===== src/hw/rtl/rfsc_pkg.sv =====
// ----------------------------------------------------------------------------
// rfsc_pkg
// Shared types and constants for the row FIR smear convolver.
// ----------------------------------------------------------------------------
package rfsc_pkg;

   localparam int MAX_TAPS = 16;
   localparam int TAP_W    = $clog2(MAX_TAPS);
   localparam int NT_W     = $clog2(MAX_TAPS + 1);

   localparam logic [1:0] CMD_LOAD = 2'd0;
   localparam logic [1:0] CMD_SCI  = 2'd1;
   localparam logic [1:0] CMD_ERR  = 2'd2;
   localparam logic [1:0] CMD_QUAL = 2'd3;

   localparam logic [1:0] PLANE_SCI  = 2'd0;
   localparam logic [1:0] PLANE_ERR  = 2'd1;
   localparam logic [1:0] PLANE_QUAL = 2'd2;

   localparam logic [1:0] CSR_ROW_LENGTH  = 2'd0;
   localparam logic [1:0] CSR_EDGE_BORDER = 2'd1;
   localparam logic [1:0] CSR_TAP_COUNT   = 2'd2;
   localparam logic [1:0] CSR_CENTER_TAP  = 2'd3;

   typedef struct packed {
      logic shift;   // new pixel enters the delay chain
      logic load;    // copy delay value into the work chain
      logic rot;     // work chain moves one cell toward the head
   } cell_ctrl_type;

   typedef struct packed {
      logic       clear;
      logic       issue;
      logic [1:0] mode;
   } mac_ctrl_type;

endpackage


===== src/hw/rtl/rfsc_cell.sv =====
// ----------------------------------------------------------------------------
// rfsc_cell
// One tap cell: a delay line entry and a work copy that walks to the head.
// ----------------------------------------------------------------------------
module rfsc_cell (
   input  logic                   clock,
   input  rfsc_pkg::cell_ctrl_type ctrl,
   input  logic [31:0]            d_prev,
   input  logic [31:0]            w_next,
   output logic [31:0]            d_out,
   output logic [31:0]            w_out
);
   import rfsc_pkg::*;

   logic [31:0] d_ff, d_in;
   logic [31:0] w_ff, w_in;

   always_comb begin
      d_in = ctrl.shift ? d_prev : d_ff;
      if (ctrl.load) begin
         w_in = d_ff;
      end else if (ctrl.rot) begin
         w_in = w_next;
      end else begin
         w_in = w_ff;
      end
   end

   always_ff @(posedge clock) begin
      d_ff <= d_in;
      w_ff <= w_in;
   end

   assign d_out = d_ff;
   assign w_out = w_ff;

endmodule


===== config.mk =====
export PLATFORM = sky130hd
export DESIGN_NAME = rfsc_cell
export DESIGN_NICKNAME = d
export VERILOG_FILES = /design/src/hw/rtl/rfsc_pkg.sv /design/src/hw/rtl/rfsc_cell.sv
export SDC_FILE = /design/constraint.sdc
export NUM_CORES = 1
export LEC_CHECK = 0
export ABC_AREA = 1
export BUFFER_PORTS_ARGS = -buffer_cell sky130_fd_sc_hd__buf_2
export CAP_MARGIN = 20
export CORE_MARGIN = 3
export CORE_UTILIZATION = 35
export DETAILED_ROUTE_END_ITERATION = 10
export GPL_TIMING_DRIVEN = 0
export HOLD_SLACK_MARGIN = 0.05
export PLACE_DENSITY = 0.66
export SLEW_MARGIN = 20
export SYNTH_ARGS = -nofsm -noshare
export SYNTH_HDL_FRONTEND = slang
export SYNTH_SLANG_ARGS = --single-unit

===== constraint.sdc =====
create_clock -name clock -period 1.3 [get_ports clock]
set_input_delay 0 -clock clock [delete_from_list [all_inputs] [get_ports clock]]
set_output_delay 0 -clock clock [all_outputs]
set_load 0.05 [all_outputs]

==> summary.md <==
| Metric | Value |
|---|---|
| Area leader, netlist | edfxtp_1 |
| Slew HR | 47.15% |
| Cell row count | 29 |
| Final core utilization | 60.93% |
| Worst-skew pair later-pin latency | 0.33 ns |
| Int Pwr | 3536 µW |
| Worst Max-Slew Pin Slew | 0.7928 ns |
| Total CTS buffers | 9 |
| Share of the synthesized area in the top cell type | 81.36% |
| Cells after DPL | 376 |
| Initial core utilization | 36.57% |
| Clock Skews | 0.003534 ns |
| GPL Wtd Cong | 0.6930 |
| Fin crit period | 1.208 ns |
| Area contributors post-synth | edfxtp_1 (81%), nand2_1 (15%), buf_6 (1.9%) |
| Final nets | 445 |
| IO Pins | 132 |
| Diodes inserted | 0 |
| CTS tree | yes |
| Drt via density | 4.410 |
| Grt ovf | 0 |
| Clock transition at path regs | 0.07 ns |
| DR pass1 iterations | 4 |
| Post-route ant nets | 0 |
| Comb pwr share | 24.3% |
| Root Driver | clkbuf_8 |
| Netlist Area Pre-Place | 2362 µm² |
| Number of DRC markers in iteration 0 | 45 |
| WP data required | 1.38 ns |
| DP Worst Slack | 0.1399 ns |
| GR Util All Layers | 17.38% |
| First-pass GRT wire length | 9929 µm |
| Post-synthesis sequential area ratio | 81.36% |
| Max clock buf depth | 2 |
| Pin count of the biggest net entering global routing | 33 |
| Chip width | 88.16 µm |
| Period utilization | 92.89% |
| Core area | 6459 µm² |
| Mean post-synth cell area | 13.98 µm² |
| Clock network power share | 26.7% |
| Max Clock Freq | 828.1 MHz |
| Switching fraction of total power | 31.89% |
| CTS sink cnt | 64 |
| Flop pwr share | 49.1% |
| Final Setup Violations | 0 |
| Routed wire length | 6461 µm |
| Die area | 7771 µm² |
| Non-filler cells, final | 459 |
| CP arrival | 1.29 ns |
| Die height | 88.16 µm |
| Initial antenna violation count | 0 |
| Switch Pwr | 1656 µW |
| Most common cell after layout, fill and taps aside | buf_2 |
| Worst-path maximum fanout | 1 |
| Critical path endpoint category | flop |
| Worst VDD drop | 794.7 µV |
| Worst setup path class | in2reg |
| Max-cap violations | 0 |
| Cells after Synth | 169 |
| Layout fillers | 542 |
| Synth warn | 0 |
| Net count after synthesis | 237 |
| Wire per inst | 14.08 µm |
| Final worst setup slack | 0.09243 ns |
| Unrepaired setup endpoints after global routing | false |
| FF+latch count, synth | 64 |
| Most frequent cells in the layout | buf_2 (130), nand2_1 (96), dlygate4sd3_1 (67) |
| Power per cell area | 1319 nW/µm² |
| Leakage | 0.001849 µW |
| P&R area growth vs syn | 66.58% |
| Drt drc | 0 |
| Final Max Tran Viols | 0 |
| Cell variety after synth | 6 |
| Port Buffers | 130 |
| Hold Fails Final Rpt | 0 |
| DR vias | 2024 |
| Status | completed |
| Share of layout cells above drive strength 1 | 39.79% |
| Post-cts resize count | 0 |
| DP HPWL | 3979 µm |
| Number of global-route vias before repair | 2118 |
| H-tree levels | 3 |
| CP startpoint kind | primary input |
| Setup TNS | 0 ns |
| Hold Crit Class | in2reg |
## cells by family (layout without fill, tap and decap cells)
group	after synthesis	in the layout	share of synthesized area, %
buf+inv	8	221	3.125
simple gates	97	97	15.52
flops	64	64	81.36
## final timing paths
kind	start	slack, ns	to	cells after the start
min reg2reg	d_out[18]	0.54	w_out[18]	2
max reg2reg	d_out[26]	0.50	w_out[26]	2
max	w_next[30]	0.09	w_out[30]	5
min	ctrl[1]	0.16	w_out[14]	4
## synthesized netlist by cell type
library cell and count:
edfxtp_1 64, buf_6 4, or2_2 1, buf_4 3, inv_4 1, nand2_1 96
## critical path, cell delays in order
cell and delay (ns):
dlygate4sd3_1 0.54, buf_2 0.12, nand2_1 0.05, dlygate4sd3_1 0.54, nand2_1 0.05
## area by class of cell
type	count	area [µm²]	area share [%]
plain buffers	7	67.56	1.717
inverters	1	6.256	0.1590
well taps	77	96.34	2.448
multi-input cells	97	366.6	9.316
flip-flops and latches	64	1922	48.84
repair buffers	197	1321	33.58
clock buffers	11	131.4	3.339
clock inverters	5	23.77	0.6041
## power by group through the flow
stage / clock network, µW / registers [µW] / logic, µW
2_1_floorplan: 0 / 3240 / 130
3_3_place_gp: 0 / 2580 / 1100
3_5_place_dp: 0 / 2590 / 1100
4_1_cts: 1440 / 2550 / 1260
5_1_grt: 1540 / 2570 / 1330
6_report: 1380 / 2550 / 1260
## through the flow
step / hold WS [ns] / area, µm² / power, µW
finish: 0.1605 / 3935 / 5191
global route: 0.1624 / 3935 / 5432
CTS: 0.1379 / 3935 / 5248
detailed placement: 0.1781 / 3109 / 3696
global placement: 0.1771 / 3109 / 3679
floorplan: 0.09887 / 2362 / 3370
## registers in the layout (all words and copies together) (netlist names)
register,flops
d_out,32
w_out,32
## layer usage
layer  global-route usage [%]  up-vias  part of all wire, %
li1                         -      986                    -
met1                    17.01      933                   36
met2                    32.26       90                   54
met3                    5.550       15                  7.6
met4                    9.341        0                  2.6
met5                        0        -                    0
## what timing repair did
action,CTS,global route
hold endpoints to repair,64,0
hold buffers,67,0
buffers inserted,0,0
(Power assumes the default switching activity.)
