File: config.mk
export PLATFORM = sky130hd
export DESIGN_NAME = rfsc_mac
export DESIGN_NICKNAME = d
export VERILOG_FILES = /design/src/hw/rtl/rfsc_pkg.sv /design/src/hw/rtl/rfsc_mac.sv
export SDC_FILE = /design/constraint.sdc
export NUM_CORES = 2
export LEC_CHECK = 0
export BUFFER_PORTS_ARGS = -buffer_cell sky130_fd_sc_hd__buf_2
export CAP_MARGIN = 20
export CORE_AREA = 3 3 340 342
export DETAILED_ROUTE_END_ITERATION = 8
export DIE_AREA = 0 0 343 345
export PLACE_DENSITY = 0.72
export SYNTH_ARGS = -nofsm -noshare
export SYNTH_HDL_FRONTEND = slang
export SYNTH_SLANG_ARGS = --single-unit
File: constraint.sdc
create_clock -name clock -period 12.7 [get_ports clock]
set_clock_uncertainty 0.2 [all_clocks]
set_input_delay 0.635 -clock clock [delete_from_list [all_inputs] [get_ports clock]]
set_output_delay 0.635 -clock clock [all_outputs]
set_load 0.02 [all_outputs]
File: src/hw/rtl/rfsc_pkg.sv
// ----------------------------------------------------------------------------
// rfsc_pkg
// Shared types and constants for the row FIR smear convolver.
// ----------------------------------------------------------------------------
package rfsc_pkg;

   localparam int MAX_TAPS = 16;
   localparam int TAP_W    = $clog2(MAX_TAPS);
   localparam int NT_W     = $clog2(MAX_TAPS + 1);

   localparam logic [1:0] CMD_LOAD = 2'd0;
   localparam logic [1:0] CMD_SCI  = 2'd1;
   localparam logic [1:0] CMD_ERR  = 2'd2;
   localparam logic [1:0] CMD_QUAL = 2'd3;

   localparam logic [1:0] PLANE_SCI  = 2'd0;
   localparam logic [1:0] PLANE_ERR  = 2'd1;
   localparam logic [1:0] PLANE_QUAL = 2'd2;

   localparam logic [1:0] CSR_ROW_LENGTH  = 2'd0;
   localparam logic [1:0] CSR_EDGE_BORDER = 2'd1;
   localparam logic [1:0] CSR_TAP_COUNT   = 2'd2;
   localparam logic [1:0] CSR_CENTER_TAP  = 2'd3;

   typedef struct packed {
      logic shift;   // new pixel enters the delay chain
      logic load;    // copy delay value into the work chain
      logic rot;     // work chain moves one cell toward the head
   } cell_ctrl_type;

   typedef struct packed {
      logic       clear;
      logic       issue;
      logic [1:0] mode;
   } mac_ctrl_type;

endpackage

File: src/hw/rtl/rfsc_mac.sv
// ----------------------------------------------------------------------------
// rfsc_mac
// Shared multiply-accumulate pipe: product (pixel for quality), round and square (error only), accumulate.
// ----------------------------------------------------------------------------
module rfsc_mac (
   input  logic                  clock,
   input  logic                  reset,
   input  rfsc_pkg::mac_ctrl_type ctrl,
   input  logic [31:0]           pix,
   input  logic [15:0]           tap,
   output logic [63:0]           acc,
   output logic                  busy
);
   import rfsc_pkg::*;

   logic        v1_ff, v1_in, v2_ff, v2_in, v3_ff, v3_in;
   logic [63:0] s1_ff, s1_in, s2_ff, s2_in, s3_ff, s3_in;
   logic [63:0] acc_ff, acc_in;

   logic [31:0]        mag;
   logic signed [32:0] op_a;
   logic signed [16:0] op_b;
   logic signed [49:0] prod;
   logic [63:0]        rnd;
   logic [64:0]        sat_sum;

   always_comb begin
      mag  = pix[31] ? (32'd0 - pix) : pix;
      op_a = (ctrl.mode == PLANE_SCI) ? $signed({pix[31], pix}) : $signed({1'b0, mag});
      op_b = $signed({1'b0, tap});
      prod = 50'(op_a) * 50'(op_b);
      if (ctrl.mode == PLANE_QUAL) begin
         s1_in = {48'd0, pix[15:0]};
      end else begin
         s1_in = {{14{prod[49]}}, prod};
      end

      rnd = s1_ff + 64'd32768;
      s2_in = (ctrl.mode == PLANE_ERR) ? {32'd0, rnd[47:16]} : s1_ff;
      s3_in = (ctrl.mode == PLANE_ERR) ? (s2_ff[31:0] * s2_ff[31:0]) : s2_ff;

      sat_sum = {1'b0, acc_ff} + {1'b0, s3_ff};
      acc_in  = acc_ff;
      if (ctrl.clear) begin
         acc_in = 64'd0;
      end else if (v3_ff) begin
         case (ctrl.mode)
            PLANE_SCI:  acc_in = acc_ff + s3_ff;
            PLANE_ERR:  acc_in = sat_sum[64] ? {64{1'b1}} : sat_sum[63:0];
            PLANE_QUAL: acc_in = acc_ff | s3_ff;
            default:    acc_in = acc_ff;
         endcase
      end

      v1_in = ctrl.issue;
      v2_in = v1_ff;
      v3_in = v2_ff;
   end

   always_ff @(posedge clock) begin
      if (reset) begin
         v1_ff <= 1'b0;
         v2_ff <= 1'b0;
         v3_ff <= 1'b0;
      end else begin
         v1_ff <= v1_in;
         v2_ff <= v2_in;
         v3_ff <= v3_in;
      end
      s1_ff  <= s1_in;
      s2_ff  <= s2_in;
      s3_ff  <= s3_in;
      acc_ff <= acc_in;
   end

   assign acc  = acc_ff;
   assign busy = v1_ff | v2_ff | v3_ff;

endmodule

==> summary.txt <==
Layout
  – Area of the multi-input gates: roughly 0.05 mm²
  – Final Net Count: just under 9000
  – Area Growth Syn to Fin: 4.71%
  – FF/Latch Area: 0.00462 mm²
  – Layout cells sized above 1: 0.0469
  – Filler cells: between 10000 and 15000

Synthesis
  – Mux contribution to synthesized area: 0.00835
  – Yosys warns: 0
  – Combinational family with the most area after synthesis: adder cells
  – Main synth FF type: dfxtp_1
  – Avg Inst Size Synth: around 8.8 µm²
  – Post-synth EDFFs: 0
  – Compound-cell area share of the yosys netlist: 0.0959
  – Syn Std Cell Area: 0.0619 mm²
  – #FFs+latches synth: about 230
  – Post-Synth Simple-Gate Area: 0.136
  – Post-synth net total: 8954
  – Seq/Total Area, Yosys: 0.0748
  – Adder-cell share of the synthesized area: 0.530
  – Xor and xnor area share after synthesis: 0.0300
  – Synth Instances: slightly above 7000
  – Post-synth ARST share: 0
  – Synth cell types: slightly above 90

Clock tree
  – H-tree Lvls: 1
  – Post-CTS setup buffers: 0
  – Clock-pin slew on the worst setup and hold paths: 0.07 ns
  – Post_cts resized: 0
  – Maximum root-to-sink buffer count: 3
  – CTS Root Cell: clkbuf_16
  – CTS tree: yes
  – # clock sinks: 231
  – CTS buffer count: 27
  – Clk Latency, worst-skew pair: roughly 0.57 ns
  – Hold buffers post-CTS: 0

Timing
  – Fin crit share: 0.757
  – Worst-margin pin slew: 1.05 ns
  – Final Critical Period: just under 10 ns
  – Max-slew headroom: 0.298
  – Fmax: 0.104 GHz
  – RSZ-0062 raised after global routing: false
  – Final hold vios: 0
  – TNS Setup: 0 ns
  – Fin. max-slew vios: 0
  – Final setup fails: 0

Die
  – Die Span X: ~340 µm
  – Initial Util: 0.549
  – Height of the die: 345 µm
  – Total core area: 0.113 mm²
  – Ports: 119
  – FP Rows: approximately 120
  – Die area: between 0.1 and 0.15 mm²

GRT
  – Pin count of the biggest net entering global routing: 102
  – Antenna violations before repair: 4
  – Global route total overflow: 0
  – First-pass GRT wire length: between 200000 and 300000 µm
  – Gr usage total: 0.291
  – Vias in the first global route: just over 50000

Worst setup path
  – Crit-path max FO: 24
  – Crit path DAT: 9.87 ns
  – CP Capture Type: flip-flop
  – Worst path slowest cell: dfxtp_1
  – Crit Path Category: flip-flop to flip-flop
  – Startpoint types: flip-flop
  – Required @ worst endpoint: approximately 13 ns
  – CP peak stage delay: approximately 0.8 ns
  – Most used cell along the critical path: fa_1

Drt
  – Total Routed Length: roughly 170000 µm
  – Average wire per standard cell: between 15 and 20 µm
  – ANT nets after route: 0
  – Drt via density: roughly 5.5
  – DRC: 0
  – 1st-pass router iterations: 5
  – Initial DRC Count: about 3200
  – Vias: between 40000 and 50000

Run
  – Max_cap viols: 0

Place
  – Post-DP HPWL: ~130000 µm
  – Input/output buffers: 118
  – Final GP Congestion: ~0.93

Outcome
  – Status: finished, final reports clean

Hold path
  – Hold WC Path Type: input port to flip-flop
-- per-layer routing --
metal  wire length, µm  up-vias  global-route usage  share of wire
met5                 0        -                   0              0
met4             10300        0               0.149          0.061
met3             12100      509              0.0402          0.072
met2             81400     1841               0.491           0.48
met1             64900    23700               0.366           0.38
li1                  -    21100                   -              -
-- worst max-delay path, delay by kind of cell (launching register included) --
| family | cells | cell delay [ns] |
|---|---|---|
| AO/OA/AOI/OAI | 7 | 2.27 |
| adder cells (fa/ha/maj) | 9 | 4.49 |
| buffers and inverters | 8 | 0.90 |
| flip-flops | 1 | 0.80 |
| AND/OR/NAND/NOR | 4 | 0.79 |
-- cells in the mapped netlist (15+ instances only) --
master    number  area share
o21ai_0      244       0.020
nand2_1      791       0.048
a31oi_1       23      0.0023
dfxtp_1      231       0.075
fa_1        1312        0.42
a21o_1       149       0.018
nor2b_1       56      0.0057
nand4_1       46      0.0047
o21bai_1      27      0.0033
nand2b_1      33      0.0033
clkbuf_1     283       0.017
and3_1        33      0.0033
nand3_1       50      0.0040
ha_1         520        0.11
and2_1       411       0.042
a21oi_1      257       0.021
mux2_2        34      0.0062
o21a_1        15      0.0018
xor2_1        87       0.012
inv_1       1765        0.11
xnor2_1      125       0.018
nor2_1       250       0.015
nor3_1        40      0.0032
-- registers in the layout, indices dropped and copies added, names as in the netlist --
signal,flops
v2_ff,1
v3_ff,1
s1_ff,50
acc,64
s2_ff,50
v1_ff,1
s3_ff,64
-- final timing paths --
path,startpoint,endpoint,slack (ns),depth (start not counted)
worst max register to register,s2_ff[5],s3_ff[63],3.09,28
worst min-delay path,reset,v3_ff,0.05,2
worst max-delay path,s2_ff[5],s3_ff[63],3.09,28
worst min register to register,s2_ff[46],s3_ff[46],0.26,1
-- area by class of cell --
cell class | count | area share
multi-input combinational | 4772 | 0.765
clock inverter | 13 | 0.00230
tap | 1500 | 0.0290
inverter | 1766 | 0.102
sequential | 231 | 0.0714
timing repair buffer | 192 | 0.0179
antenna | 3 | 0.000116
clock buffer | 35 | 0.0120
-- logic make-up after synthesis --
group	after synthesis
DFF	231
buffers and inverters	2065
muxes	47
AOI/OAI and AO/OA	914
xor gates and xnor gates	212
adders and majority gates	1832
and+or+nand+nor	1767
-- cells in the final DEF, fill, tap and decap left out, types with 34 or more instances in the layout --
cell type	instances
buf_4	72
nor2b_1	56
dfxtp_1	231
nand4_1	46
a21o_1	149
inv_1	1764
a21oi_1	257
ha_1	517
buf_2	118
o21ai_0	244
nand2_1	791
xor2_1	84
fa_1	1312
nand3_1	50
xnor2_1	123
and2_1	411
mux2_2	34
nor2_1	247
nor3_1	40
-- metrics by stage --
step	hold slack, ns	setup WS (ns)	instances	area (µm²)	utilization
floorplan	0.184	4.12	7068	61900	-
global placement	0.248	2.89	8457	63800	0.566
detailed placement	0.253	2.93	8460	63800	0.567
CTS	0.0438	3.20	8508	64800	0.575
global route	0.0524	2.79	8510	64800	0.575
finish	0.0545	3.09	8512	64800	0.575
Power is left out: the tool's default activity adds up to more than one toggle a clock period on the data nets, which glitch-free logic cannot reach.
