<file path="src/hw/rtl/rfsc_pkg.sv">
// ----------------------------------------------------------------------------
// rfsc_pkg
// Shared types and constants for the row FIR smear convolver.
// ----------------------------------------------------------------------------
package rfsc_pkg;

   localparam int MAX_TAPS = 16;
   localparam int TAP_W    = $clog2(MAX_TAPS);
   localparam int NT_W     = $clog2(MAX_TAPS + 1);

   localparam logic [1:0] CMD_LOAD = 2'd0;
   localparam logic [1:0] CMD_SCI  = 2'd1;
   localparam logic [1:0] CMD_ERR  = 2'd2;
   localparam logic [1:0] CMD_QUAL = 2'd3;

   localparam logic [1:0] PLANE_SCI  = 2'd0;
   localparam logic [1:0] PLANE_ERR  = 2'd1;
   localparam logic [1:0] PLANE_QUAL = 2'd2;

   localparam logic [1:0] CSR_ROW_LENGTH  = 2'd0;
   localparam logic [1:0] CSR_EDGE_BORDER = 2'd1;
   localparam logic [1:0] CSR_TAP_COUNT   = 2'd2;
   localparam logic [1:0] CSR_CENTER_TAP  = 2'd3;

   typedef struct packed {
      logic shift;   // new pixel enters the delay chain
      logic load;    // copy delay value into the work chain
      logic rot;     // work chain moves one cell toward the head
   } cell_ctrl_type;

   typedef struct packed {
      logic       clear;
      logic       issue;
      logic [1:0] mode;
   } mac_ctrl_type;

endpackage

</file>
<file path="src/hw/rtl/rfsc_sqrt.sv">
// ----------------------------------------------------------------------------
// rfsc_sqrt
// Bit-serial rounded square root of a 64-bit value, saturated to 31 bits.
// ----------------------------------------------------------------------------
module rfsc_sqrt (
   input  logic        clock,
   input  logic        reset,
   input  logic        start,
   input  logic [63:0] radicand,
   output logic        done,
   output logic [31:0] root
);
   import rfsc_pkg::*;

   logic        busy_ff, busy_in;
   logic        done_ff, done_in;
   logic [5:0]  cnt_ff, cnt_in;
   logic [63:0] rem_ff, rem_in, res_ff, res_in, bit_ff, bit_in;
   logic [31:0] root_ff, root_in;
   logic [63:0] trial, rounded;

   always_comb begin
      busy_in = busy_ff;
      done_in = 1'b0;
      cnt_in  = cnt_ff;
      rem_in  = rem_ff;
      res_in  = res_ff;
      bit_in  = bit_ff;
      root_in = root_ff;
      trial   = res_ff + bit_ff;
      rounded = res_ff + ((rem_ff > res_ff) ? 64'd1 : 64'd0);
      if (start) begin
         busy_in = 1'b1;
         cnt_in  = 6'd32;
         rem_in  = radicand;
         res_in  = 64'd0;
         bit_in  = 64'd1 << 62;
      end else if (busy_ff) begin
         if (cnt_ff == 6'd0) begin
            busy_in = 1'b0;
            done_in = 1'b1;
            root_in = (rounded > 64'h7FFF_FFFF) ? 32'h7FFF_FFFF : rounded[31:0];
         end else begin
            if (rem_ff >= trial) begin
               rem_in = rem_ff - trial;
               res_in = (res_ff >> 1) + bit_ff;
            end else begin
               res_in = res_ff >> 1;
            end
            bit_in = bit_ff >> 2;
            cnt_in = cnt_ff - 6'd1;
         end
      end
   end

   always_ff @(posedge clock) begin
      if (reset) begin
         busy_ff <= 1'b0;
         done_ff <= 1'b0;
      end else begin
         busy_ff <= busy_in;
         done_ff <= done_in;
      end
      cnt_ff  <= cnt_in;
      rem_ff  <= rem_in;
      res_ff  <= res_in;
      bit_ff  <= bit_in;
      root_ff <= root_in;
   end

   assign done = done_ff;
   assign root = root_ff;

endmodule

</file>
<file path="config.mk">
export PLATFORM = sky130hd
export DESIGN_NAME = rfsc_sqrt
export DESIGN_NICKNAME = d
export VERILOG_FILES = /design/src/hw/rtl/rfsc_pkg.sv /design/src/hw/rtl/rfsc_sqrt.sv
export SDC_FILE = /design/constraint.sdc
export NUM_CORES = 1
export LEC_CHECK = 0
export BUFFER_PORTS_ARGS = -buffer_cell sky130_fd_sc_hd__buf_4
export CORE_ASPECT_RATIO = 1.2
export CORE_MARGIN = 2
export CORE_UTILIZATION = 35
export DETAILED_ROUTE_END_ITERATION = 16
export PLACE_DENSITY_LB_ADDON = 0.12
export SETUP_SLACK_MARGIN = 0.15
export SLEW_MARGIN = 5
export SYNTH_ARGS = -nofsm -noshare
export SYNTH_HDL_FRONTEND = slang
export SYNTH_SLANG_ARGS = --single-unit
</file>
<file path="constraint.sdc">
create_clock -name clock -period 13.5 [get_ports clock]
set_clock_uncertainty 0.15 [all_clocks]
set_input_delay 0 -clock clock [delete_from_list [all_inputs] [get_ports clock]]
set_output_delay 0 -clock clock [all_outputs]
set_load 0.02 [all_outputs]
</file>
==> flow_summary.yaml <==
drt:
  number_of_vias_after_detailed_routing: 18170
  first_pass_iters: 5
  totalWireLength_microns: 68300
  drt-vias-per-instance: 5.77
  antenna_left: 0
  remaining_drc_errors: 0
  wirelength_per_cell_microns: 21.7
  drt_first_iter_violations: 1179
timing:
  count_of_pins_over_their_slew_limit: 0
  timing_worst_slew_pin_value_ps: 1280
  tns_ps: 0
  fin_crit_ps: 7560
  timing.slew.headroom_pct: 14.2
  max_clock_freq_mhz: 132
  timing.final.hold_violations: 0
  fin_worst_hold_slack_ps: 110
  timing.final.crit_share_pct: 56.0
  grt_setup_unrepaired: "no"
  report.final.setup_viol: 0
yosys:
  ffs_latches_synth: 200
  syn_area_sq_um: 18800
  yosys_most_used_dff: "sky130_fd_sc_hd__dfxtp_1"
  synth_enable_flop_cells: 96
  ys_warnings: 0
  syn_nets: 2630
  synthCells: 2364
  async_reset_ff_share_pct: 0
  seq_area_frac_synth_pct: 26.4
  ys_types: 81
  syn_avg_cell_area_sq_um: 7.95
clock_network:
  ctsHtreeMaxLevel: 4
  tritoncts: "built"
  clk_latency_ps: 520
  cts_resized: 0
  tritoncts_num_sinks: 200
  clockRootBuffer: "sky130_fd_sc_hd__clkbuf_16"
  worst_setup_hold_path_clk_slew_ps: 80
  cts_max_path_buffers: 2
  cts_made_buffers: 17
  cts_post_setup_buffers_inserted: 0
setup_path:
  r2r_setup_slack_ps: 5940
  setup.worst_path.class: "flop to flop"
  crit_path_start_kind: "flop"
  r2r_cells: 20
  regToRegEndpoint: "rem_ff[17]"
  critPathCaptureType: "flop"
  biggest_fanout_along_the_worst_timing_path: 64
  required_time_of_the_critical_path_ps: 13490
  critical_path_arrival_ps: 7540
  timing.rr.start: "res_ff[2]"
floorplan:
  floorplan.io_pins: 100
  core.rowCount: 93
  floorplan.die.height_microns: 258
  initial_utilization_pct: 35.2
  die_area_sq_um: 55500
  die_width_microns: 215
  core_sq_um: 53400
run:
  timing.max_cap.violations: 0
cells_and_area:
  mostFrequentLayoutCells: "298 x sky130_fd_sc_hd__nand2_1, 213 x sky130_fd_sc_hd__o21ai_0, 198 x sky130_fd_sc_hd__ha_1, 159 x sky130_fd_sc_hd__xnor2_1, 139 x sky130_fd_sc_hd__a21oi_1"
  sequential_cell_area_sq_um: 4960
  fin_nets: 2688
  layout.cells.most_common: "sky130_fd_sc_hd__nand2_1"
  syn_to_final_growth_pct: 13.3
  insertedDiodeCount: 0
  nFillCells: 5519
  multiInputGateArea_sq_um: 13000
  proportion_of_layout_cells_with_a_drive_suffix_above_1_pct: 7.97
global_routing:
  grt_pass1_wl_microns: 104000
  grt_remaining_overflow: 0
  grt_pass1_vias: 17776
  antenna_violations_before_repair: 0
  maximum_number_of_pins_on_one_net_before_global_route_repair: 65
  grt_util_overall_pct: 24.3
placement:
  place.detailed.hpwl_microns: 52800
  place_congestion: 0.927
  portBuffers: 99
power_and_ir_drop:
  power.ir.vdd_worst_v: 0.0000833
  p_leak_uw: 0.00790
  powerDensity_nw_per_um2: 137
worst_hold_path:
  hold_path_startpoint: "reset"
  hp-class: "input pin to flop"
  holdPathEnd: "busy_ff"
  hold_path_depth: 3
outcome:
  outcome: "finished, final reports clean"
critical path: stages, from the launching register on:
cell,delay (ps)
sky130_fd_sc_hd__dfxtp_1,500
sky130_fd_sc_hd__ha_1,320
sky130_fd_sc_hd__a31o_2,260
sky130_fd_sc_hd__a31oi_1,320
sky130_fd_sc_hd__o21ai_0,310
sky130_fd_sc_hd__a21boi_0,600
sky130_fd_sc_hd__o41ai_1,150
sky130_fd_sc_hd__buf_4,190
sky130_fd_sc_hd__a21o_1,230
sky130_fd_sc_hd__a311oi_1,480
sky130_fd_sc_hd__o21bai_1,160
sky130_fd_sc_hd__a31oi_1,230
sky130_fd_sc_hd__xnor2_1,100
sky130_fd_sc_hd__ha_1,460
sky130_fd_sc_hd__and3_1,260
sky130_fd_sc_hd__nand3_1,240
sky130_fd_sc_hd__a2111oi_4,380
sky130_fd_sc_hd__buf_4,570
sky130_fd_sc_hd__nor2_1,180
sky130_fd_sc_hd__o21ai_4,170
sky130_fd_sc_hd__buf_4,720
metrics by stage:
stage / utilization [%] / total power (uW) / cell area [sq um] / worst slack [ps] / std cells
floorplan: - / 1890 / 18800 / 3630 / 2364
global placement: 37.5 / 2340 / 20000 / 6100 / 3049
detailed placement: 37.5 / 2350 / 20000 / 5930 / 3049
CTS: 39.8 / 2920 / 21300 / 5900 / 3147
global route: 39.8 / 3110 / 21300 / 5410 / 3147
finish: 39.8 / 2910 / 21300 / 5940 / 3147
state kept, by name, indices dropped and copies added (netlist names):
name and cells:
root 32, cnt_ff 6, bit_ff 32, busy_ff 1
res_ff 64, done 1, rem_ff 64
worst max path at each step:
| stage | from | endpoint | slack (ps) |
|---|---|---|---|
| 2_1_floorplan | bit_ff[2] | rem_ff[0] | 3630 |
| 3_3_place_gp | res_ff[2] | rem_ff[17] | 6100 |
| 3_5_place_dp | res_ff[2] | rem_ff[17] | 5930 |
| 4_1_cts | res_ff[2] | rem_ff[17] | 5900 |
| 5_1_grt | res_ff[2] | rem_ff[16] | 5410 |
| 6_report | res_ff[2] | rem_ff[17] | 5940 |
Yosys cell counts, drive strengths merged, types with 72 or more instances:
cell type  number  area share (%)
nor2          118             2.4
o21ai         217             5.8
nand3          72             1.9
clkbuf        116             2.3
a21o           72             2.9
a21oi         141             3.8
a31oi          80             2.7
xnor2         159             7.4
dfxtp         104              11
nand2         298             6.0
ha            198              13
edfxtp         96              15
inv            88             1.8
cells by family (layout without fill, tap and decap cells):
kind of cell / Yosys count / after routing / synth area share [%]
buffers and inverters: 236 / 307 / 4.92
adders and majority gates: 199 / 199 / 13.3
muxes: 9 / 9 / 0.506
and+or+nand+nor: 764 / 764 / 19.5
DFF: 200 / 200 / 26.4
other: 1 / 1 / 0.0200
xor gates and xnor gates: 211 / 211 / 9.84
AOI/OAI and AO/OA: 744 / 744 / 25.5
report_power, final:
| group | total, uW | switching, uW | internal [uW] | leakage, uW |
|---|---|---|---|---|
| registers | 870 | 96.6 | 773 | 0.00178 |
| logic | 1490 | 916 | 571 | 0.00584 |
| clock network | 551 | 286 | 265 | 0.000289 |
| total | 2910 | 1300 | 1610 | 0.00790 |
layout make-up:
class	count	share of cell area [%]
clock buffers	19	2.08
repair buffers	185	7.30
multi-input cells	1928	60.9
inverters	90	1.59
clock inverters	13	0.611
flip-flops and latches	200	23.3
well taps	712	4.19
routing by layer:
layer,global-route usage [%],up-vias,wire length [microns]
li1,-,8858,-
met1,28.5,8702,28400
met2,43.9,496,34300
met3,3.65,114,2880
met4,10.3,0,2700
met5,0,-,0
timing repair:
item | in CTS | in global routing
endpoints found under the hold margin | 66 | 0
hold buffers | 66 | 0
endpoints found under the setup margin | 0 | 0
No activity file was read; power rests on OpenSTA's default activity.
